`src/design/i8sdp_pkg.sv`:
```
// Package for the int8 scaled dot product unit.
// Holds field widths, register indexes, reset values and the queue entry type.
// Depends on nothing.
package i8sdp_pkg;

	localparam int LANE_W    = 8;
	localparam int MAX_LANES = 8;
	localparam int WORD_W    = 64;
	localparam int PROD_W    = 16;
	localparam int SUM_W     = 20;
	localparam int ACC_W     = 32;
	localparam int SCALE_W   = 32;
	localparam int ROW_W     = 18;
	localparam int LOGIT_W   = 48;
	localparam int CFG_IDX_W = 2;
	localparam int CFG_DAT_W = 32;

	localparam logic [CFG_IDX_W-1:0] CFG_VECTOR_SCALE = 2'd0;
	localparam logic [CFG_IDX_W-1:0] CFG_START_ROW    = 2'd1;

	localparam logic [SCALE_W-1:0] VECTOR_SCALE_RESET = 32'h0100_0000;

	localparam logic [63:0] POS_MAX = 64'h0000_7FFF_FFFF_FFFF;
	localparam logic [63:0] NEG_MAG = 64'h0000_8000_0000_0000;

	typedef struct packed {
		logic [ACC_W-1:0]   total;
		logic [SCALE_W-1:0] row_scale;
		logic [ROW_W-1:0]   row;
	} q_entry_t;

endpackage

```
`src/design/i8sdp_queue.sv`:
```
// Short queue of finished row totals between the front and back ends.
// Depends on i8sdp_pkg.
module i8sdp_queue #(
	parameter int DEPTH = 4
) (
	input  logic                 clk,
	input  logic                 arst_n,
	input  logic                 push,
	input  i8sdp_pkg::q_entry_t  push_entry,
	output logic                 full,
	input  logic                 pop,
	output i8sdp_pkg::q_entry_t  pop_entry,
	output logic                 empty
);

	localparam int PW = (DEPTH > 1) ? $clog2(DEPTH) : 1;
	localparam int CW = $clog2(DEPTH + 1);

	i8sdp_pkg::q_entry_t  slot_q [DEPTH];
	logic [PW-1:0]        wr_ptr_q;
	logic [PW-1:0]        rd_ptr_q;
	logic [CW-1:0]        cnt_q;

	assign full      = cnt_q == CW'(DEPTH);
	assign empty     = cnt_q == '0;
	assign pop_entry = slot_q[rd_ptr_q];

	always_ff @(posedge clk) begin
		if (push) begin
			slot_q[wr_ptr_q] <= push_entry;
		end
	end

	always_ff @(posedge clk or negedge arst_n) begin
		if (!arst_n) begin
			wr_ptr_q <= '0;
			rd_ptr_q <= '0;
			cnt_q    <= '0;
		end else begin
			if (push) begin
				wr_ptr_q <= (wr_ptr_q == PW'(DEPTH - 1)) ? '0 : wr_ptr_q + 1'b1;
			end
			if (pop) begin
				rd_ptr_q <= (rd_ptr_q == PW'(DEPTH - 1)) ? '0 : rd_ptr_q + 1'b1;
			end
			if (push && !pop) begin
				cnt_q <= cnt_q + 1'b1;
			end else if (pop && !push) begin
				cnt_q <= cnt_q - 1'b1;
			end
		end
	end

	a_no_overfill: assert property (@(posedge clk) disable iff (!arst_n)
		push |-> (!full || pop)) else $error("queue pushed while full");

	a_no_underrun: assert property (@(posedge clk) disable iff (!arst_n)
		pop |-> !empty) else $error("queue popped while empty");

endmodule

```
`config.mk`:
```
export PLATFORM = sky130hd
export DESIGN_NAME = i8sdp_queue
export DESIGN_NICKNAME = d
export VERILOG_FILES = /design/src/design/i8sdp_pkg.sv /design/src/design/i8sdp_queue.sv
export SDC_FILE = /design/constraint.sdc
export NUM_CORES = 1
export LEC_CHECK = 0
export ABC_AREA = 1
export BUFFER_PORTS_ARGS = -buffer_cell sky130_fd_sc_hd__buf_2
export CORE_MARGIN = 2
export CORE_UTILIZATION = 57
export CTS_CLUSTER_SIZE = 12
export DETAILED_ROUTE_END_ITERATION = 10
export PLACE_DENSITY = 0.75
export SETUP_SLACK_MARGIN = 0.02
export SLEW_MARGIN = 20
export SYNTH_ARGS = -nofsm -noshare
export SYNTH_HDL_FRONTEND = slang
export SYNTH_SLANG_ARGS = --single-unit
```
`constraint.sdc`:
```
create_clock -name clk -period 3.7 [get_ports clk]
set_input_delay 0.74 -clock clk [delete_from_list [all_inputs] [get_ports clk]]
set_output_delay 0.74 -clock clk [all_outputs]
set_load 0.05 [all_outputs]
```
======== Yosys cells after proc, flatten, opt, wreduce, memory -nomap -nowiden ========
Memories as Yosys holds them, arrays and structs flattened.
Cells that the tools add are included.
cells by class
  $mul .................................... 0
  divide/modulo/power cells ............... 0
  eq/ne operators ......................... 3
  add/sub/neg operators ................... 4
  bitwise gates (word level) .............. 0
  shift-type cells ........................ 0
  magnitude comparators ................... 0
  reductions and logical operators ........ 6
  multiplexer cells ....................... 6
operators with widths
  cell                   count
  $mux W3                2
  $add A2 B1 Y2 const B  2
  $eq A2 B2 Y1 const B   2
  $mux W2                2
  $add A3 B1 Y3 const B  1
  $eq A3 B3 Y1 const B   1
  $logic_not A3 Y1       1
  $sub A3 B1 Y3 const B  1
  $logic_and A1 B1 Y1    2
  $logic_not A1 Y1       2
  $mux W1                2
  $reduce_bool A2 Y1     1
storage, ports and cells
  bits in read-only memories .............. 0
  memories kept ........................... 1
  bits in writable memories ............... 328
  logic and storage cells ................. 23
  output and inout port bits .............. 84
  latch bits .............................. 0
  register bits after elaboration ......... 7
memory list
  memory  depth  width  read ports  clocked after Yosys merged registers in  write ports  RTL line           source
  slot_q  4      82     1           0                                        1            i8sdp_queue.sv:19  i8sdp_pkg::q_entry_t slot_q [DEPTH];

======== Longest topological paths before layout ========
  word-level depth ........................ 4
  gate-level depth with buffers ........... 9
  gate-level depth less buffers ........... 9

======== Worst setup path before layout ========
OpenSTA, ideal clock, no wires.
  path type ............................... input port to flip-flop
  start ................................... input push
  end ..................................... memory slot_q[3][0] in the netlist's numbering, enable pin
  arrival ................................. 2.370 ns
  buffers on the path ..................... 0
  setup slack ............................. 0.894 ns
  cell stages on the path ................. 2
  cell sequence ........................... nand2_1 -> inv_1
on the way
  word-level cells in the longest chain between the ends .. 2
ends and longest elaborated chain
  what                           RTL line           source
  start, declared                i8sdp_queue.sv:8   input logic push,
  $mux W1                        i8sdp_queue.sv:29  if (push) begin
  $mux W1 (implied by the code)  i8sdp_queue.sv:30  slot_q[wr_ptr_q] <= push_entry;
  end, declared                  i8sdp_queue.sv:19
Every way passes these cells.

==> run summary <==
=====================================================================================
Clock tree from TritonCTS ..............................................        built
Max-slew violation count ...............................................            0
First-pass detailed-route iteration total ..............................            6
Arrival time at the worst endpoint .....................................      2.43 ns
Area fraction in compound gates after synthesis ........................       0.0924
FFs w/ async S/R, synth ................................................       0.0209
Instance count of the mapped netlist ...................................         1009
Count of nets after finishing ..........................................         1267
Element type at the critical path start ................................     register
Setup repair after global routing missed its margin ....................           no
Die span in x ..........................................................       158 um
Clock-pin slew of the registers on the worst-case setup and hold paths .      0.06 ns
Combinational family with the most area after synthesis ................ compound AO/OA/AOI/OAI gates
Count of unresolved DRC violations after routing .......................            0
Via count of the first global-routing pass .............................         7473
Sum of net half-perimeters after detailed placement ....................      14.2 mm
Switching fraction of total power ......................................        0.416
Buffers on Ports .......................................................          169
Maximum fanout encountered on the critical timing path .................          138
Syn_nets ...............................................................         1102
Final-layout worst hold slack ..........................................    0.0843 ns
Synth cell types .......................................................           18
Final estimated routing congestion in global placement .................        0.691
Largest clock skew in the final design .................................    0.0156 ns
Peak supply drop .......................................................   0.000650 V
Routed length per instance .............................................      16.3 um
Overall fraction of global-route tracks in use .........................        0.199
Number of CTS-inserted buffers .........................................           35
P per Cell Area ........................................................  881 mW/mm^2
Commonest cells in the netlist ......................................... 328 x edfxtp_1, 261 x nand2_1, 176 x inv_1, 164 x o211ai_1, 34 x buf_6
Wire length after detailed routing .....................................      24.7 mm
Max-Slew Margin vs Limit ...............................................        0.321
Setup TNS ..............................................................         0 ns
Multiplexer share of the synthesized area ..............................            0
Maximum number of pins on one net before global-route repair ...........          139
FILL cells .............................................................         1687
Antenna-violating nets left ............................................            0
Min-delay worst type ................................................... input port to async pin
Internal cell power ....................................................      8.00 mW
Max Cap Violations .....................................................            0
Prevailing post-synth register cell ....................................     edfxtp_1
Area of the mapped netlist ............................................. 0.0135 sq mm
Number of storage elements in the synthesis netlist ....................          335
Number of enable flip-flop cells after synthesis .......................          328
Period Utilization, post-route .........................................        0.856
Type of destination of the critical path ...............................   output pin
Switching power of the nets ............................................      5.70 mW
Quantity of gates resized following cts ................................            0
Fraction of final layout cells with drive strength greater than 1 ......        0.192
Fraction of post-synthesis cell area in the top cell type by area ......        0.728
Result of the run ...................................................... finished clean
Core ar. ............................................................... 0.0234 sq mm
Aggregate global routing overflow ......................................            0
Total of endpoints with negative setup slack in the final report .......            0
Post-synthesis simple-gate area fraction ...............................       0.0745
Post-synthesis cell type with the largest combined area ................     edfxtp_1
Leakage Power ..........................................................      6.32 nW
Chip height ............................................................       158 um
Detailed-route via count ...............................................         7828
Initial antenna violation count ........................................            4
Number of buffers inserted for hold repair after clock tree synthesis ..            0
Hold Vio Cnt, Final ....................................................            0
Required @ worst endpoint ..............................................      2.96 ns
Yosys warning count ....................................................            0
Maximum buffer depth of the clock tree .................................            3
Count of buffers added by post-CTS timing repair for setup .............            0
Vias per cell ..........................................................         5.16
Full die area .......................................................... 0.0250 sq mm
Top-Level Pins .........................................................          170
Xor-xnor portion of the synthesized cell area ..........................     0.000647
Slew at the pin closest to its max-slew limit ..........................      1.02 ns
Cell at the root of the clock tree .....................................    clkbuf_16
Wire length of the first global-routing pass ...........................      38.2 mm
Leading cell types by total area after synthesis ....................... edfxtp_1 73%, o211ai_1 9.1%, nand2_1 7.2%
Post-Synthesis Mean Instance Area ......................................   13.4 sq um
Sequential fraction of the synthesis area ..............................        0.741
CP Class ............................................................... register to output pin
Num rows ...............................................................           56
Adder-cell share of the synthesized area ...............................      0.00702
Max frequency ..........................................................    0.316 GHz
Starting DRT DRC Count .................................................          491
Initial Utilization ....................................................        0.578
Fraction of power consumed by the clock network ........................        0.235
Combinational Power Share ..............................................        0.399
Minimum clock period ...................................................      3.17 ns
Power share of the sequential group ....................................        0.366
Clk sink count .........................................................          335
H-tree Lvls ............................................................            2
Worst-skew pair later-pin latency ......................................      0.50 ns
Cell with the most instances after synthesis ...........................     edfxtp_1
Post-synthesis to final-layout area growth .............................        14.9%
=====================================================================================
logic make-up after synthesis:
group	count (synthesis)
AOI/OAI and AO/OA	168
buffers and inverters	231
adders and majority gates	7
DFF	335
xor gates and xnor gates	1
and+or+nand+nor	267
final timing paths:
check | from | end | slack, ns | depth (start not counted)
worst max register to register | wr_ptr_q[0]$_DFFE_PN0P_ | slot_q[0][21]$_DFFE_PP_ | 1.68 | 5
worst min register to register | cnt_q[2]$_DFFE_PN0P_ | cnt_q[2]$_DFFE_PN0P_ | 0.50 | 2
min in group clk | push_entry[63] | slot_q[1][63]$_DFFE_PP_ | 0.46 | 1
worst max-delay path | rd_ptr_q[0]$_DFFE_PN0P_ | pop_entry[52] | 0.53 | 5
worst min-delay path | arst_n | rd_ptr_q[0]$_DFFE_PN0P_ | 0.08 | 1
max in group asynchronous | arst_n | rd_ptr_q[1]$_DFFE_PN0P_ | 3.40 | 1
layout make-up:
class,count,area (sq um),area share
clock buffer,55,1000,0.0645
sequential,335,10000,0.645
multi-input combinational,443,2360,0.152
tap,319,399,0.0257
inverter,177,678,0.0436
antenna,2,5.00,0.000322
timing repair buffer,182,1040,0.0671
clock inverter,3,38.8,0.00249
layer usage:
| layer | track usage | up-vias | routed length [um] |
|---|---|---|---|
| met4 | 0.0476 | 4 | 349 |
| met3 | 0.0430 | 28 | 1350 |
| met2 | 0.355 | 186 | 12600 |
| li1 | - | 3856 | - |
| met5 | 0 | - | 21 |
| met1 | 0.250 | 3754 | 10400 |
through the flow:
stage | utilization | power (mW) | cells | area [sq um] | worst slack [ns]
after global placement | 0.620 | 10.5 | 1456 | 14500 | 1.09
final | 0.665 | 13.7 | 1516 | 15600 | 0.534
after global routing | 0.665 | 14.4 | 1514 | 15600 | 0.348
after CTS | 0.665 | 13.8 | 1514 | 15600 | 0.500
after detailed placement | 0.620 | 10.6 | 1456 | 14500 | 1.04
after floorplan | - | 9.52 | 1009 | 13500 | 0.894
flip-flops by register name, summed over array words and instances, names as in the netlist:
| signal | cells |
|---|---|
| slot_q | 328 |
| cnt_q | 3 |
| rd_ptr_q | 2 |
| wr_ptr_q | 2 |
worst max-delay path, cell delays in order (launching register included):
cell and delay (ns):
dfrtp_1 0.45, inv_8 0.56, buf_4 0.35, o211ai_1 0.11, nand2_1 0.16, buf_2 0.27
power by group through the flow:
stage          clock network (mW)  registers (mW)  logic (mW)
2_1_floorplan                   0            5.10        4.42
3_3_place_gp                    0            5.07        5.45
3_5_place_dp                    0            5.10        5.53
4_1_cts                      3.27            5.02        5.54
5_1_grt                      3.42            5.07        5.91
6_report                     3.21            5.02        5.47
placed cells by master, fill, tap and decap left out, types with 2 or more instances in the layout:
cell | Yosys | final
nor3_1 | 2 | 2
diode_2 | 0 | 2
buf_4 | 1 | 5
clkinv_2 | 0 | 6
o21ai_0 | 4 | 4
ha_1 | 6 | 6
nand2_1 | 261 | 261
edfxtp_1 | 328 | 328
clkbuf_16 | 0 | 37
dfrtp_1 | 7 | 6
nor2_1 | 2 | 2
o211ai_1 | 164 | 164
buf_12 | 0 | 8
clkbuf_1 | 1 | 17
inv_1 | 176 | 171
buf_2 | 18 | 169
Note: power is estimated with default switching activity, not from simulation.
