## config.mk

```make
export PLATFORM = sky130hd
export DESIGN_NAME = i8sdp_front_flat
export DESIGN_NICKNAME = d
export VERILOG_FILES = /design/src/design/i8sdp_pkg.sv /design/src/design/i8sdp_ifs.sv /design/src/design/i8sdp_front.sv /design/src/flat_wrapper.sv
export SDC_FILE = /design/constraint.sdc
export NUM_CORES = 2
export LEC_CHECK = 0
export ABC_AREA = 1
export BUFFER_PORTS_ARGS = -buffer_cell sky130_fd_sc_hd__buf_2
export CORE_UTILIZATION = 55
export DETAILED_ROUTE_END_ITERATION = 16
export GPL_TIMING_DRIVEN = 0
export PLACE_DENSITY_LB_ADDON = 0.08
export SETUP_SLACK_MARGIN = 0.1
export SLEW_MARGIN = 20
export SYNTH_ARGS = -nofsm -noshare
export SYNTH_HDL_FRONTEND = slang
export SYNTH_SLANG_ARGS = --single-unit
```

## constraint.sdc

```tcl
create_clock -name clk -period 8.3 [get_ports clk]
set_clock_uncertainty 0.15 [all_clocks]
set_input_delay 1.66 -clock clk [delete_from_list [all_inputs] [get_ports clk]]
set_output_delay 1.66 -clock clk [all_outputs]
set_load 0.02 [all_outputs]
```

## src/design/i8sdp_pkg.sv

```systemverilog
// Package for the int8 scaled dot product unit.
// Holds field widths, register indexes, reset values and the queue entry type.
// Depends on nothing.
package i8sdp_pkg;

	localparam int LANE_W    = 8;
	localparam int MAX_LANES = 8;
	localparam int WORD_W    = 64;
	localparam int PROD_W    = 16;
	localparam int SUM_W     = 20;
	localparam int ACC_W     = 32;
	localparam int SCALE_W   = 32;
	localparam int ROW_W     = 18;
	localparam int LOGIT_W   = 48;
	localparam int CFG_IDX_W = 2;
	localparam int CFG_DAT_W = 32;

	localparam logic [CFG_IDX_W-1:0] CFG_VECTOR_SCALE = 2'd0;
	localparam logic [CFG_IDX_W-1:0] CFG_START_ROW    = 2'd1;

	localparam logic [SCALE_W-1:0] VECTOR_SCALE_RESET = 32'h0100_0000;

	localparam logic [63:0] POS_MAX = 64'h0000_7FFF_FFFF_FFFF;
	localparam logic [63:0] NEG_MAG = 64'h0000_8000_0000_0000;

	typedef struct packed {
		logic [ACC_W-1:0]   total;
		logic [SCALE_W-1:0] row_scale;
		logic [ROW_W-1:0]   row;
	} q_entry_t;

endpackage

```

## src/design/i8sdp_ifs.sv

```systemverilog
// Handshake channels of the int8 scaled dot product unit: items, logits, register writes.
// Depends on i8sdp_pkg.
interface i8sdp_in_if;
	logic                             valid;
	logic                             ready;
	logic [i8sdp_pkg::WORD_W-1:0]     row_lanes;
	logic [i8sdp_pkg::WORD_W-1:0]     act_lanes;
	logic [i8sdp_pkg::SCALE_W-1:0]    row_scale;
	logic                             last_of_row;
	modport source (output valid, row_lanes, act_lanes, row_scale, last_of_row, input ready);
	modport sink (input valid, row_lanes, act_lanes, row_scale, last_of_row, output ready);
endinterface


```

## src/design/i8sdp_front.sv

```systemverilog
// Front end: accepts lane words, multiplies lanes, accumulates the row total
// and pushes finished rows to the queue. Depends on i8sdp_pkg and i8sdp_ifs.
module i8sdp_front #(
	parameter int LANES = 8
) (
	input  logic                           clk,
	input  logic                           arst_n,
	i8sdp_in_if.sink                       item,
	input  logic [i8sdp_pkg::ROW_W-1:0]    start_row,
	input  logic                           full,
	output logic                           push,
	output i8sdp_pkg::q_entry_t            push_entry
);

	localparam int LANES_USED = (LANES < i8sdp_pkg::MAX_LANES) ? LANES : i8sdp_pkg::MAX_LANES;
	localparam int EXT_W      = i8sdp_pkg::ACC_W - i8sdp_pkg::SUM_W;

	logic                                   valid_s1;
	logic                                   last_s1;
	logic [i8sdp_pkg::SCALE_W-1:0]          rs_s1;
	logic signed [i8sdp_pkg::PROD_W-1:0]    prod_s1 [LANES_USED];
	logic [i8sdp_pkg::ACC_W-1:0]            acc_q;
	logic [i8sdp_pkg::ROW_W-1:0]            rows_done_q;
	logic signed [i8sdp_pkg::SUM_W-1:0]     lane_sum;
	logic [i8sdp_pkg::ACC_W-1:0]            acc_next;
	logic                                   adv;
	logic                                   take;

	assign adv        = valid_s1 && (!last_s1 || !full);
	assign item.ready = !valid_s1 || adv;
	assign take       = item.valid && item.ready;

	always_comb begin
		lane_sum = '0;
		for (int i = 0; i < LANES_USED; i++) begin
			lane_sum = lane_sum + i8sdp_pkg::SUM_W'(prod_s1[i]);
		end
		acc_next = acc_q + {{EXT_W{lane_sum[i8sdp_pkg::SUM_W-1]}}, lane_sum};
	end

	assign push                 = adv && last_s1;
	assign push_entry.total     = acc_next;
	assign push_entry.row_scale = rs_s1;
	assign push_entry.row       = start_row + rows_done_q;

	always_ff @(posedge clk) begin
		if (take) begin
			last_s1 <= item.last_of_row;
			rs_s1   <= item.row_scale;
			for (int i = 0; i < LANES_USED; i++) begin
				prod_s1[i] <= $signed(item.row_lanes[i*i8sdp_pkg::LANE_W +: i8sdp_pkg::LANE_W])
					* $signed(item.act_lanes[i*i8sdp_pkg::LANE_W +: i8sdp_pkg::LANE_W]);
			end
		end
	end

	always_ff @(posedge clk or negedge arst_n) begin
		if (!arst_n) begin
			valid_s1    <= 1'b0;
			acc_q       <= '0;
			rows_done_q <= '0;
		end else begin
			if (take) begin
				valid_s1 <= 1'b1;
			end else if (adv) begin
				valid_s1 <= 1'b0;
			end
			if (adv) begin
				if (last_s1) begin
					acc_q       <= '0;
					rows_done_q <= rows_done_q + 1'b1;
				end else begin
					acc_q <= acc_next;
				end
			end
		end
	end

endmodule

```

## src/flat_wrapper.sv

```systemverilog
// flat-port wrapper written by rule: the top's interface ports become plain ports
module i8sdp_front_flat 
#(
	parameter int LANES = 8
)
  (clk, arst_n, start_row, full, push, push_entry, item_valid, item_row_lanes, item_act_lanes, item_row_scale, item_last_of_row, item_ready);
  i8sdp_in_if item_i ();
  input  logic clk;
  input  logic arst_n;
  input  logic [i8sdp_pkg::ROW_W-1:0] start_row;
  input  logic full;
  output logic push;
  output i8sdp_pkg::q_entry_t push_entry;
  input wire logic [$bits(item_i.valid)-1:0] item_valid;
  input wire logic [$bits(item_i.row_lanes)-1:0] item_row_lanes;
  input wire logic [$bits(item_i.act_lanes)-1:0] item_act_lanes;
  input wire logic [$bits(item_i.row_scale)-1:0] item_row_scale;
  input wire logic [$bits(item_i.last_of_row)-1:0] item_last_of_row;
  output wire logic [$bits(item_i.ready)-1:0] item_ready;
  assign item_i.valid = item_valid;
  assign item_i.row_lanes = item_row_lanes;
  assign item_i.act_lanes = item_act_lanes;
  assign item_i.row_scale = item_row_scale;
  assign item_i.last_of_row = item_last_of_row;
  assign item_ready = item_i.ready;
  i8sdp_front #(.LANES(LANES)) u_core (.clk(clk), .arst_n(arst_n), .item(item_i), .start_row(start_row), .full(full), .push(push), .push_entry(push_entry));
endmodule
```

=== Word level (Yosys, flattened, before mapping) ===
Memory sizes are Yosys's and may differ from the RTL's.
Cells that the tools add are included.

* Add/subtract/negate cells: 10
* Multipliers: 8
* Div/mod/pow operators: 0
* Magnitude comparators: 0
* Equality and inequality tests: 0
* Shift-type cells: 0
* Mux-type cells: 5
* Bitwise operators: 0
* Reduce and logical (&&, ||, !) cells: 10

{| class="wikitable"
|+ Operators by type and width
! operator !! count
|-
| multiplier 8 x 8 -> 16 bit || 8
|-
| adder 20 x 16 -> 20 bit || 5
|-
| adder 32 bit || 1
|-
| 2-to-1 mux 32 bit || 1
|-
| adder 17 x 16 -> 18 bit || 1
|-
| adder 18 x 1 -> 18 bit, second input constant || 1
|-
| adder 18 bit || 1
|-
| adder 16 x 16 -> 17 bit || 1
|-
| 2-to-1 mux 1 bit || 4
|-
| logical AND 1 bit || 3
|-
| logical NOT 1 bit || 3
|-
| logical OR 1 bit || 2
|-
| AND reduction 2 bit || 1
|-
| nonzero test 2 bit || 1
|}

* Register bits: 84
* Latch bits: 0
* Memory bits (writable): 128
* Bits in read-only memories: 0
* Output and inout bits: 84
* Logic and storage cells: 39
* Memories: 1

{| class="wikitable"
|+ Memories
! memory !! words !! bits a word !! rd ports !! clocked after memory_dff !! wr ports !! line !! RTL
|-
| u_core.prod_s1 || 8 || 16 || 8 || 0 || 8 || i8sdp_front.sv:21 || <nowiki>logic signed [i8sdp_pkg::PROD_W-1:0] prod_s1 [LANES_USED];</nowiki>
|}

=== Longest topological paths before layout ===
* Depth after elaboration: 9
* Depth in mapped cells: 41
* Gate-level depth less buffers: 41

=== Least setup slack after synthesis ===
No wires, ideal clock.

* Path type: reg2out
* Start point: memory u_core.prod_s1[0][17] in the netlist's numbering
* End point: output push_entry[79] in the netlist's numbering
* Arrival: 6415 ps
* Data required time: 6490 ps
* Path slack: 75 ps
* Cell stages (with the launch flop): 37
* Buffers on the path: 0
* Cells stage by stage: edfxtp_1 -> inv_1 -> fa_1 -> inv_1 -> ha_1 -> inv_1 -> fa_1 -> o21ai_1 -> nand4_1 -> nand3_1 -> nand3_1 -> nand2_1 -> nand2_1 -> a22oi_1 -> fa_1 -> fa_1 -> fa_1 -> inv_1 -> ha_1 -> nand2_1 -> inv_1 -> nand2_1 -> nand2_1 -> a21oi_1 -> nand2_1 -> nand2_1 -> nand2_1 -> ha_1 -> nand2_1 -> nor2_2 -> inv_2 -> nor2_2 -> inv_1 -> nor2_1 -> nor2_1 -> nand2_1 -> xor2_1

{| class="wikitable"
|+ RTL lines
! item !! line !! RTL
|-
| from (decl) || i8sdp_front.sv:21 ||
|-
| to (decl) || flat_wrapper.sv:13 || <nowiki>output i8sdp_pkg::q_entry_t push_entry;</nowiki>
|}

==> flow_summary.json <==
{
  "status": "complete, but fails checks",
  "failed_checks": "setup timing",
  "synthFlopType": "edfxtp_1",
  "via_count": 24900,
  "synth_top_area_cell": "fa_1",
  "postSynthCellCount": 3883,
  "antenna_left": 0,
  "synth_compound_area_frac": 0.0558,
  "yosys-top-cells-count": "1062 x inv_1, 795 x nand2_1, 529 x fa_1",
  "cp_data_required_time_ns": 6.49,
  "period_minus_slack_ns": 9.11,
  "synth_xor_xnor_area_share": 0.0574,
  "synth-async-reset-ratio": 0.241,
  "yosysSeqAreaShare": 0.182,
  "synth.cell_area_mm2": 0.0335,
  "cts_tree": "yes",
  "initial_core_util": 0.556,
  "yosys_warnings": 0,
  "drc": 0,
  "grt.total_usage": 0.244,
  "detail_route.wl_per_cell_um": 15.0,
  "root_buffer": "clkbuf_16",
  "die_width_um": 249,
  "reg2reg_to": "u_core.acc_q[30]",
  "synth_top_family_by_area": "adder cells",
  "h-tree-depth": 1,
  "synth-seq-cells": 212,
  "endpoint": "push_entry[80]",
  "area_growth_pct": 15.0,
  "worst_pin_slew_ns": 0.686,
  "whs_ns": 0.358,
  "grt_first_pass_wirelength_um": 124000,
  "synthDistinctLibCells": 51,
  "synth_nets": 4913,
  "relSlewSlack": 0.542,
  "coreArea_mm2": 0.0604,
  "min-delay-start": "u_core.rows_done_q[16]",
  "cts.sinks": 212,
  "drive_above_1_share": 0.145,
  "rsz0062_at_grt": "true",
  "arrival_ns": 7.30,
  "post_drt_via_cell_ratio": 5.05,
  "path_clk_slew_ns": 0.06,
  "dp_hpwl_um": 59500,
  "die_y_um": 249,
  "drt_iter0_markers": 1239,
  "drt_wl_total_um": 74000,
  "pin_count": 267,
  "synth_edf_count": 161,
  "max-cap-violations": 0,
  "worstSetupStartpointType": "flip-flop",
  "rr_worst_depth": 37,
  "synth_fa_ha_area_frac": 0.434,
  "yosysMostFrequentCell": "inv_1",
  "dr.pass1.iters": 7,
  "overflow": 0,
  "hold_path_class": "flip-flop to flip-flop",
  "cp-startpoint": "u_core.prod_s1[0][17]",
  "antenna_found_initial": 1,
  "max_stage_delay_ns": 0.55,
  "final_nets": 5153,
  "crit_path_top_delay_cell": "fa_1",
  "setup_slack_ns": -0.808,
  "setup_viol": 22,
  "grt_max_degree": 86,
  "clockBufferDepth": 3,
  "die-area_mm2": 0.0620,
  "crit_type": "flip-flop to output pin",
  "avgSynthCellArea_um2": 8.64,
  "rows": 90,
  "synth_mux_area_frac": 0,
  "cp_max_fo": 6,
  "port_buffers": 146,
  "cts_buffers": 26,
  "r2r_slack_ns": 1.34,
  "max_freq_ghz": 0.110,
  "maxSlewViolCount": 0,
  "yosys.area.top_type_share": 0.316,
  "synth_area_leaders": "fa_1 32%, edfxtp_1 14%, inv_1 12%, ha_1 12%, nand2_1 8.9%",
  "post-route-period-util": 1.10,
  "rr_startpoint": "u_core.prod_s1[0][17]",
  "grt_pass1_vias": 25500,
  "endpoint_kind": "output pin",
  "hold_viol": 0,
  "routabilityCongestion": 0.928,
  "synthSimpleGateAreaFrac": 0.137,
  "clkLatencyLatePin_ns": 0.55,
  "tns_ns": -11.88
}
[metrics by stage]
stage	worst slack (ns)	utilization	cells	instance area (um2)
global placement	-1.07	0.584	4811	35300
global route	-1.18	0.639	4924	38600
detailed placement	-1.12	0.585	4812	35300
finish	-0.808	0.639	4924	38600
CTS	-0.620	0.623	4904	37600
floorplan	0.0927	-	3883	33600
[how the worst min path moves through the flow]
stage | end | slack [ns] | cells after the start
2_1_floorplan | u_core.acc_q[25] | 0.31 | 2
3_3_place_gp | u_core.acc_q[23] | 0.32 | 2
3_5_place_dp | u_core.acc_q[29] | 0.33 | 2
4_1_cts | u_core.acc_q[16] | 0.35 | 2
5_1_grt | u_core.rows_done_q[16] | 0.38 | 1
6_report | u_core.rows_done_q[16] | 0.36 | 1
[flip-flops by register name (all words and copies together) (netlist names)]
name	cells
u_core.rs_s1	32
u_core.valid_s1	1
u_core.prod_s1	128
u_core.last_s1	1
u_core.rows_done_q	18
u_core.acc_q	32
[what timing repair did]
action                     CTS  global route
setup endpoints to repair   25            25
hold buffers                 0             0
setup buffers               45            19
pin swaps                  117           104
cloned                       1             0
resized for setup          225           168
[routing by layer]
| metal | vias to the layer above | global-route usage | wire, um |
|---|---|---|---|
| met5 | - | 0 | 0 |
| met2 | 552 | 0.428 | 37400 |
| met4 | 0 | 0.0655 | 2390 |
| met1 | 12100 | 0.322 | 31100 |
| met3 | 144 | 0.0249 | 3100 |
| li1 | 12100 | - | - |
[layout by cell type (no fill, tap or decap), types with 13 or more instances in the layout]
cell / count
inv_2: 18
dfrtp_1: 51
o2111ai_1: 16
ha_4: 42
ha_1: 273
buf_2: 128
buf_4: 61
fa_1: 525
xor2_1: 93
o21ai_0: 48
a22o_1: 13
or2_2: 51
xor2_2: 16
nor2_1: 72
nand3_1: 71
a21oi_1: 117
clkbuf_16: 27
a31oi_1: 13
inv_1: 1044
xnor2_1: 94
buf_6: 19
nand2_4: 17
nand2_2: 39
nand2_1: 747
nor2_2: 22
clkbuf_1: 128
edfxtp_1: 161
a21oi_2: 34
[critical path: cells and delay by family (launching register included)]
family / cells / cell delay, ns
adder cells (fa/ha/maj): 8 / 3.06
AND/OR/NAND/NOR: 13 / 1.67
buffers and inverters: 10 / 0.92
AO/OA/AOI/OAI: 4 / 0.64
flip-flops: 1 / 0.37
XOR/XNOR: 1 / 0.12
[final cells by class]
type / instances / area, um2
Inverter: 1064 / 4000
Buffer: 125 / 470
Fill cell: 5163 / 21800
Antenna cell: 1 / 2.50
Clock inverter: 14 / 161
Sequential cell: 212 / 6110
Clock buffer: 32 / 694
Timing Repair Buffer: 211 / 1400
Multi-Input combinational cell: 2483 / 24800
Tap cell: 782 / 978
[cell families after synthesis]
family,Yosys count
xor+xnor,218
compound gates,321
buf+inv,1189
fa+ha+maj,847
simple gates,1096
flops,212
Power is not shown: default switching activity piles up to over one toggle a cycle in this logic, so the estimate is an artifact.
