--- config.mk ---
export PLATFORM = sky130hd
export DESIGN_NAME = i8sdp_back_flat
export DESIGN_NICKNAME = d
export VERILOG_FILES = /design/src/design/i8sdp_pkg.sv /design/src/design/i8sdp_ifs.sv /design/src/design/i8sdp_back.sv /design/src/flat_wrapper.sv
export SDC_FILE = /design/constraint.sdc
export NUM_CORES = 2
export LEC_CHECK = 0
export BUFFER_PORTS_ARGS = -buffer_cell sky130_fd_sc_hd__buf_2
export CAP_MARGIN = 5
export CORE_UTILIZATION = 63
export CTS_CLUSTER_DIAMETER = 50
export DETAILED_ROUTE_END_ITERATION = 10
export PLACE_DENSITY = 0.78
export SYNTH_ARGS = -nofsm -noshare
export SYNTH_HDL_FRONTEND = slang
export SYNTH_SLANG_ARGS = --single-unit
--- constraint.sdc ---
create_clock -name clk -period 23.2 [get_ports clk]
set_input_delay 4.64 -clock clk [delete_from_list [all_inputs] [get_ports clk]]
set_output_delay 4.64 -clock clk [all_outputs]
set_load 0.05 [all_outputs]
--- src/design/i8sdp_pkg.sv ---
// Package for the int8 scaled dot product unit.
// Holds field widths, register indexes, reset values and the queue entry type.
// Depends on nothing.
package i8sdp_pkg;

	localparam int LANE_W    = 8;
	localparam int MAX_LANES = 8;
	localparam int WORD_W    = 64;
	localparam int PROD_W    = 16;
	localparam int SUM_W     = 20;
	localparam int ACC_W     = 32;
	localparam int SCALE_W   = 32;
	localparam int ROW_W     = 18;
	localparam int LOGIT_W   = 48;
	localparam int CFG_IDX_W = 2;
	localparam int CFG_DAT_W = 32;

	localparam logic [CFG_IDX_W-1:0] CFG_VECTOR_SCALE = 2'd0;
	localparam logic [CFG_IDX_W-1:0] CFG_START_ROW    = 2'd1;

	localparam logic [SCALE_W-1:0] VECTOR_SCALE_RESET = 32'h0100_0000;

	localparam logic [63:0] POS_MAX = 64'h0000_7FFF_FFFF_FFFF;
	localparam logic [63:0] NEG_MAG = 64'h0000_8000_0000_0000;

	typedef struct packed {
		logic [ACC_W-1:0]   total;
		logic [SCALE_W-1:0] row_scale;
		logic [ROW_W-1:0]   row;
	} q_entry_t;

endpackage

--- src/design/i8sdp_ifs.sv ---


interface i8sdp_out_if;
	logic                                valid;
	logic                                ready;
	logic signed [i8sdp_pkg::LOGIT_W-1:0] logit_value;
	logic [i8sdp_pkg::ROW_W-1:0]         row_index;
	modport source (output valid, logit_value, row_index, input ready);
	modport sink (input valid, logit_value, row_index, output ready);
endinterface


--- src/design/i8sdp_back.sv ---
// Back end: scales a row total by row and vector scales with one shared
// 32x32 multiplier, saturates to Q.16 and holds the logit. Depends on i8sdp_pkg, i8sdp_ifs.
module i8sdp_back (
	input  logic                            clk,
	input  logic                            arst_n,
	input  logic [i8sdp_pkg::SCALE_W-1:0]   vector_scale,
	input  i8sdp_pkg::q_entry_t             pop_entry,
	input  logic                            empty,
	output logic                            pop,
	i8sdp_out_if.source                     result
);

	localparam logic [2:0] ST_IDLE = 3'd0;
	localparam logic [2:0] ST_MAG  = 3'd1;
	localparam logic [2:0] ST_LO   = 3'd2;
	localparam logic [2:0] ST_HI   = 3'd3;
	localparam logic [2:0] ST_SUM  = 3'd4;
	localparam logic [2:0] ST_SAT  = 3'd5;

	logic [2:0]                         state_q;
	logic                               neg_q;
	logic [31:0]                        mag_q;
	logic [i8sdp_pkg::SCALE_W-1:0]      rs_q;
	logic [i8sdp_pkg::ROW_W-1:0]        row_q;
	logic [63:0]                        a_q;
	logic [63:0]                        lo_q;
	logic [63:0]                        hi_q;
	logic [63:0]                        q_q;
	logic                               out_valid_q;
	logic signed [i8sdp_pkg::LOGIT_W-1:0] logit_q;
	logic [i8sdp_pkg::ROW_W-1:0]        row_out_q;
	logic [31:0]                        mul_a;
	logic [31:0]                        mul_b;
	logic [63:0]                        mul_p;
	logic [63:0]                        neg_mag;
	logic [i8sdp_pkg::LOGIT_W-1:0]      sat_val;
	logic                               out_free;

	assign pop      = (state_q == ST_IDLE) && !empty;
	assign out_free = !out_valid_q || result.ready;

	always_comb begin
		unique case (state_q)
			ST_MAG: begin
				mul_a = mag_q;
				mul_b = rs_q;
			end
			ST_LO: begin
				mul_a = a_q[31:0];
				mul_b = vector_scale;
			end
			ST_HI: begin
				mul_a = a_q[63:32];
				mul_b = vector_scale;
			end
			default: begin
				mul_a = '0;
				mul_b = '0;
			end
		endcase
		mul_p = mul_a * mul_b;
	end

	always_comb begin
		neg_mag = (q_q > i8sdp_pkg::NEG_MAG) ? i8sdp_pkg::NEG_MAG : q_q;
		if (neg_q) begin
			sat_val = ~neg_mag[i8sdp_pkg::LOGIT_W-1:0] + 1'b1;
		end else if (q_q > i8sdp_pkg::POS_MAX) begin
			sat_val = i8sdp_pkg::POS_MAX[i8sdp_pkg::LOGIT_W-1:0];
		end else begin
			sat_val = q_q[i8sdp_pkg::LOGIT_W-1:0];
		end
	end

	always_ff @(posedge clk) begin
		unique case (state_q)
			ST_IDLE: begin
				neg_q <= pop_entry.total[31];
				mag_q <= pop_entry.total[31] ? (~pop_entry.total + 1'b1) : pop_entry.total;
				rs_q  <= pop_entry.row_scale;
				row_q <= pop_entry.row;
			end
			ST_MAG: a_q <= mul_p;
			ST_LO:  lo_q <= mul_p;
			ST_HI:  hi_q <= mul_p;
			ST_SUM: q_q <= hi_q + {32'd0, lo_q[63:32]} + {63'd0, neg_q && (lo_q[31:0] != '0)};
			default: begin
				if (out_free) begin
					logit_q   <= $signed(sat_val);
					row_out_q <= row_q;
				end
			end
		endcase
	end

	always_ff @(posedge clk or negedge arst_n) begin
		if (!arst_n) begin
			state_q     <= ST_IDLE;
			out_valid_q <= 1'b0;
		end else begin
			unique case (state_q)
				ST_IDLE: if (!empty) state_q <= ST_MAG;
				ST_MAG:  state_q <= ST_LO;
				ST_LO:   state_q <= ST_HI;
				ST_HI:   state_q <= ST_SUM;
				ST_SUM:  state_q <= ST_SAT;
				default: if (out_free) state_q <= ST_IDLE;
			endcase
			if (state_q == ST_SAT && out_free) begin
				out_valid_q <= 1'b1;
			end else if (result.ready) begin
				out_valid_q <= 1'b0;
			end
		end
	end

	assign result.valid       = out_valid_q;
	assign result.logit_value = logit_q;
	assign result.row_index   = row_out_q;

	a_pop_only_idle: assert property (@(posedge clk) disable iff (!arst_n)
		(state_q != ST_IDLE) |-> !pop) else $error("pop outside idle");

	a_sat_delivers: assert property (@(posedge clk) disable iff (!arst_n)
		(state_q == ST_SAT && out_free) |=> (out_valid_q && state_q == ST_IDLE))
		else $error("logit not loaded");

endmodule

--- src/flat_wrapper.sv ---
// flat-port wrapper written by rule: the top's interface ports become plain ports
module i8sdp_back_flat 
  (clk, arst_n, vector_scale, pop_entry, empty, pop, result_valid, result_logit_value, result_row_index, result_ready);
  i8sdp_out_if result_i ();
  input  logic clk;
  input  logic arst_n;
  input  logic [i8sdp_pkg::SCALE_W-1:0] vector_scale;
  input  i8sdp_pkg::q_entry_t pop_entry;
  input  logic empty;
  output logic pop;
  output wire logic [$bits(result_i.valid)-1:0] result_valid;
  output wire logic [$bits(result_i.logit_value)-1:0] result_logit_value;
  output wire logic [$bits(result_i.row_index)-1:0] result_row_index;
  input wire logic [$bits(result_i.ready)-1:0] result_ready;
  assign result_valid = result_i.valid;
  assign result_logit_value = result_i.logit_value;
  assign result_row_index = result_i.row_index;
  assign result_i.ready = result_ready;
  i8sdp_back u_core (.clk(clk), .arst_n(arst_n), .vector_scale(vector_scale), .pop_entry(pop_entry), .empty(empty), .pop(pop), .result(result_i));
endmodule
# --- Word level (Yosys, flattened, before mapping) ---
# Index checks and enable logic that the tools add are counted.
word_totals:
  regBits: 409
  in_bits: 118
  out_inout_bits: 68
  word_cells: 54
classes:
  n_addsub: 4
  mul: 1
  n_lt_le_gt_ge: 2
  eq_ne: 6
  muxes: 11
  bitwise: 3
  n_reduce_logical: 14
op_table:
  columns: ["operator", "count"]
  rows:
  - ["48-bit 2-to-1 mux", 3]
  - ["32-bit one-hot mux with 3 select lines", 1]
  - ["64-bit by 1-bit adder with 64-bit output", 1]
  - ["64-bit by 32-bit adder with 64-bit output", 1]
  - ["64-bit by 47-bit > comparator with 1-bit output, second input constant", 1]
  - ["64-bit by 48-bit > comparator with 1-bit output, second input constant", 1]
  - ["32-bit by 32-bit multiplier with 64-bit output", 1]
  - ["32-bit one-hot mux with 2 select lines", 1]
  - ["48-bit by 1-bit adder with 48-bit output, second input constant", 1]
  - ["48-bit NOT", 1]
  - ["32-bit by 1-bit adder with 32-bit output, second input constant", 1]
  - ["32-bit NOT", 1]
  - ["32-bit nonzero test", 1]
  - ["31-bit 2-to-1 mux", 1]
  - ["3-bit one-hot mux with 5 select lines", 1]
  - ["3-bit by 2-bit == test with 1-bit output, second input constant", 2]
  - ["3-bit == test, second input constant", 2]
  - ["3-bit 2-to-1 mux", 2]
  - ["6-bit nonzero test", 1]
  - ["5-bit OR reduction", 1]
  - ["2-bit AND reduction", 2]
  - ["3-bit by 1-bit == test with 1-bit output, second input constant", 1]
  - ["1-bit logical AND", 3]
  - ["3-bit logical NOT", 1]
  - ["7 further kinds", 9]

# --- Depth between registers and ports, before layout ---
logic_depth:
  ltp_word: 5
  mapped_depth: 35
  mapped_depth_nobuf: 31

# --- Least setup slack after synthesis ---
# Ideal clock, no wire load.
synth_path:
  kind: "input port to flip-flop"
  start: "input port vector_scale[17] in the netlist's numbering"
  end: "register u_core.a_q[56] (data pin)"
  setup_time_ns: 0.269
  t_arrival_ns: 12.017
  t_required_ns: 22.931
  path_slack_ns: 10.915
  path_stages: 27
  path_buffers: 2
  path_cell_list: "a22oi_1 clkbuf_1 nor2_1 fa_1 inv_1 fa_1 inv_1 fa_1 inv_1 fa_1 inv_1 fa_1 fa_1 fa_1 fa_1 ha_1 buf_2 nand2_1 or3_1 or4_1 o32ai_1 a21oi_1 o21ai_1 a31oi_1 o21ai_1 a31oi_1 xnor2_1"
synth_via:
  elab_chain_len: 2
synth_rtl:
  columns: ["element", "line", "source"]
  rows:
  - ["start: declaration", "flat_wrapper.sv:7", "input logic [i8sdp_pkg::SCALE_W-1:0] vector_scale;"]
  - ["32-bit one-hot mux with 2 select lines", "i8sdp_back.sv:43", "unique case (state_q)"]
  - ["32-bit by 32-bit multiplier with 64-bit output", "i8sdp_back.sv:61", "mul_p = mul_a * mul_b;"]
  - ["named net u_core.mul_p[56]", "i8sdp_back.sv:34", "logic [63:0] mul_p;"]
  - ["end signal: assignment", "i8sdp_back.sv:83", "ST_MAG: a_q <= mul_p;"]
  - ["end: declaration", "i8sdp_back.sv:25", "logic [63:0] a_q;"]
# The timed path passes the listed nets, and every way through them passes these cells.
# A chain may end at the register's enable or synchronous reset.

# --- Worst setup path after layout ---
layout_path:
  start: "input port vector_scale[17] in the netlist's numbering"
  end: "register u_core.lo_q[56] (data pin)"
layout_via:
  elab_chain_len: 2
layout_rtl:
  columns: ["element", "line", "source"]
  rows:
  - ["32-bit one-hot mux with 2 select lines", "i8sdp_back.sv:43", null]
  - ["32-bit by 32-bit multiplier with 64-bit output", "i8sdp_back.sv:61", null]
  - ["named net u_core.mul_p[56]", "i8sdp_back.sv:34", null]
  - ["end signal: assignment", "i8sdp_back.sv:84", "ST_LO: lo_q <= mul_p;"]
  - ["end: declaration", "i8sdp_back.sv:26", "logic [63:0] lo_q;"]
# The timed path passes the listed nets, and every way through them passes these cells.

==> impl_metrics.json <==
{
  "synth_nets": 6377,
  "synth_warnings": 0,
  "wl_per_cell_microns": 25.16,
  "hold_path.class": "register to register",
  "max_freq_mhz": 77.74,
  "dpl-instance-area_sq_um": 52610,
  "critical_path_class": "primary input to register",
  "grt.total_usage_pct": 39.86,
  "drv_slew": 0,
  "skew_ns": 0.04129,
  "timing.hold.ws_ns": 0.4183,
  "setup_viol": 0,
  "dpl.hpwl_microns": 120000,
  "post_cts_buffers": 0,
  "relSlewSlack_pct": 10.46,
  "rows": 103,
  "synth.cell_area_sq_um": 50350,
  "status": "finished clean",
  "use_met1_pct": 51.33,
  "h-tree-depth": 2,
  "ant_nets": 0,
  "finalHoldViolCount": 0,
  "synthCells": 5065,
  "avgSynthCellArea_sq_um": 9.941,
  "cts_tree": "done",
  "die_w_microns": 284.7,
  "cts_made_buffers": 48,
  "met3_usage_pct": 12.76,
  "dr.pass1.iters": 8,
  "dieHeight_microns": 284.7,
  "ys.flop_type": "edfxtp_1",
  "drt_wl_total_microns": 157400,
  "tns_ns": 0,
  "rsz0062_at_grt": "false",
  "dieArea_sq_um": 81050,
  "drv_cap": 0,
  "drt_iter0_drc": 4281,
  "clk_latency_ns": 0.64,
  "cts.sinks": 409,
  "syn2layout_area_growth_pct": 8.074,
  "post_cts_resized": 0,
  "cts_root_buf": "clkbuf_16",
  "finalCriticalPeriod_ns": 12.86,
  "first_global_vias": 40310,
  "drc": 0,
  "grt_overflow_total": 0,
  "use_met2_pct": 58.98,
  "grt_pass1_wl_microns": 239600,
  "ios": 186,
  "synth_edf_count": 405,
  "drive_gt1_share_pct": 8.934,
  "period_share_pct": 55.44,
  "cp-end-kind": "register",
  "worst_pin_slew_ns": 1.343,
  "vias": 38870,
  "hold_buffers": 0,
  "synth_seq_cells": 409,
  "start_kind": "primary input",
  "ys_seq_area_share_pct": 24.35,
  "cp_max_fo": 19,
  "gp_congestion": 1.115,
  "grt_max_degree": 120,
  "start_util_pct": 63.73,
  "cts_buffer_depth": 3,
  "fin_nets": 6478,
  "arrival_ns": 13.25,
  "fillers": 5870,
  "final_area_sq_um": 54410,
  "path_clk_slew_ns": 0.06,
  "antenna_found_initial": 3,
  "core_sq_um": 79000,
  "async_reset_ff_share_pct": 0.9780,
  "busiest_layer": "met2",
  "avgViaCountPerCell": 6.210,
  "cp.required_ns": 23.59,
  "ys_types": 79,
  "io_buffers": 185
}
## cell usage after synthesis (13+ instances only)
master,count,area (sq um)
a211oi_1,13,97.59
a21o_1,92,690.7
a21oi_1,170,850.8
a22o_1,34,297.8
a22oi_1,40,300.3
a31oi_1,20,125.1
and3_1,23,143.9
buf_1,18,67.56
buf_2,14,70.07
clkbuf_1,215,807.0
edfxtp_1,405,12160
fa_1,898,17980
ha_1,296,3704
inv_1,888,3333
mux2_2,32,360.4
nand2_1,580,2177
nand2b_1,14,87.58
nand3_1,35,175.2
nand4_1,22,137.6
nor2_1,705,2646
nor2b_1,15,93.84
nor3_1,33,165.2
nor4_1,25,156.4
o21a_1,14,105.1
o21ai_0,78,390.4
o21ai_1,14,70.07
o21bai_1,14,105.1
o22a_1,14,122.6
o31ai_1,17,127.6
or3_1,24,150.1
or4_1,15,112.6
xnor2_1,100,875.8
xor2_1,52,455.4
## routing by layer
metal | up-vias | wire length [microns]
met5 | - | 0
met4 | 0 | 12200
met3 | 589 | 22800
met2 | 2919 | 67410
met1 | 19120 | 55030
li1 | 16240 | -
## worst max-delay path: stages
cell	delay, ns
buf_2	0.13
a22oi_1	0.17
buf_4	0.36
nor2_1	0.12
fa_1	0.56
inv_1	0.06
fa_1	0.54
inv_1	0.06
fa_1	0.50
inv_1	0.06
fa_1	0.53
inv_1	0.05
fa_1	0.49
fa_1	0.43
fa_1	0.52
fa_1	0.47
ha_1	0.45
nand2_1	0.18
or3_1	0.43
or4_1	0.40
o32ai_1	0.37
a21oi_1	0.23
o21ai_1	0.40
a31oi_1	0.24
o21ai_1	0.36
a31oi_1	0.17
xnor2_1	0.32
## sequential cells by signal (all words and copies together) (netlist names)
| signal | count |
|---|---|
| u_core.a_q | 64 |
| u_core.result.row_index | 18 |
| u_core.row_q | 18 |
| u_core.q_q | 64 |
| u_core.hi_q | 64 |
| u_core.lo_q | 64 |
| u_core.result.logit_value | 48 |
| u_core.mag_q | 32 |
| u_core.state_q | 3 |
| u_core.result.valid | 1 |
| u_core.neg_q | 1 |
| u_core.rs_q | 32 |
## area by class of cell
cell class	instances	area, sq um	area share (%)
diodes	3	7.507	0.01380
clock buffers	54	1224	2.249
clock inverters	35	551.8	1.014
inverters	889	3337	6.132
multi-input cells	3517	33910	62.31
flip-flops and latches	409	12260	22.54
well taps	1050	1314	2.414
repair buffers	301	1813	3.332
## cells in the final DEF (no fill, tap or decap), drive strengths merged, types with 34 or more instances in the layout
cell    count
xor2       52
a22oi      40
fa        898
buf       301
ha        296
clkbuf     54
a21oi     170
nand2     580
a21o       92
inv       893
edfxtp    405
o21ai      92
nor2      705
nand3      36
xnor2     100
nor3       34
a22o       34
## per-stage QoR
step	instances	worst slack (ns)	util [%]
6_report	6258	10.34	68.88
5_1_grt	6255	10.13	68.87
4_1_cts	6253	10.58	68.85
3_5_place_dp	6164	9.956	66.60
3_3_place_gp	6164	9.995	66.60
2_1_floorplan	5065	10.91	-
## final timing paths
path / start / endpoint / slack [ns] / cells past startpoint
max reg2reg: u_core.state_q[0]$_DFFE_PN0P_ / u_core.lo_q[56]$_DFFE_PN_ / 12.02 / 29
min: u_core.row_q[17]$_DFFE_PP_ / u_core.result.row_index[17]$_DFFE_PP_ / 0.42 / 0
max: vector_scale[17] / u_core.lo_q[56]$_DFFE_PN_ / 10.34 / 27
max in group asynchronous: arst_n / u_core.state_q[2]$_DFFE_PN0P_ / 19.23 / 1
min reg2reg: u_core.row_q[17]$_DFFE_PP_ / u_core.result.row_index[17]$_DFFE_PP_ / 0.42 / 0
min in group asynchronous: arst_n / u_core.result.valid$_DFFE_PN0P_ / 3.81 / 1
## logic make-up after synthesis
family / count (synthesis) / synth area share [%]
fa+ha+maj: 1194 / 43.06
compound gates: 608 / 8.044
xor+xnor: 152 / 2.644
flops: 409 / 24.35
mux: 32 / 0.7157
buf+inv: 1139 / 8.548
simple gates: 1531 / 12.63
Power is left out: the tool's default activity adds up to more than one toggle a clock period on the data nets, which glitch-free logic cannot reach.
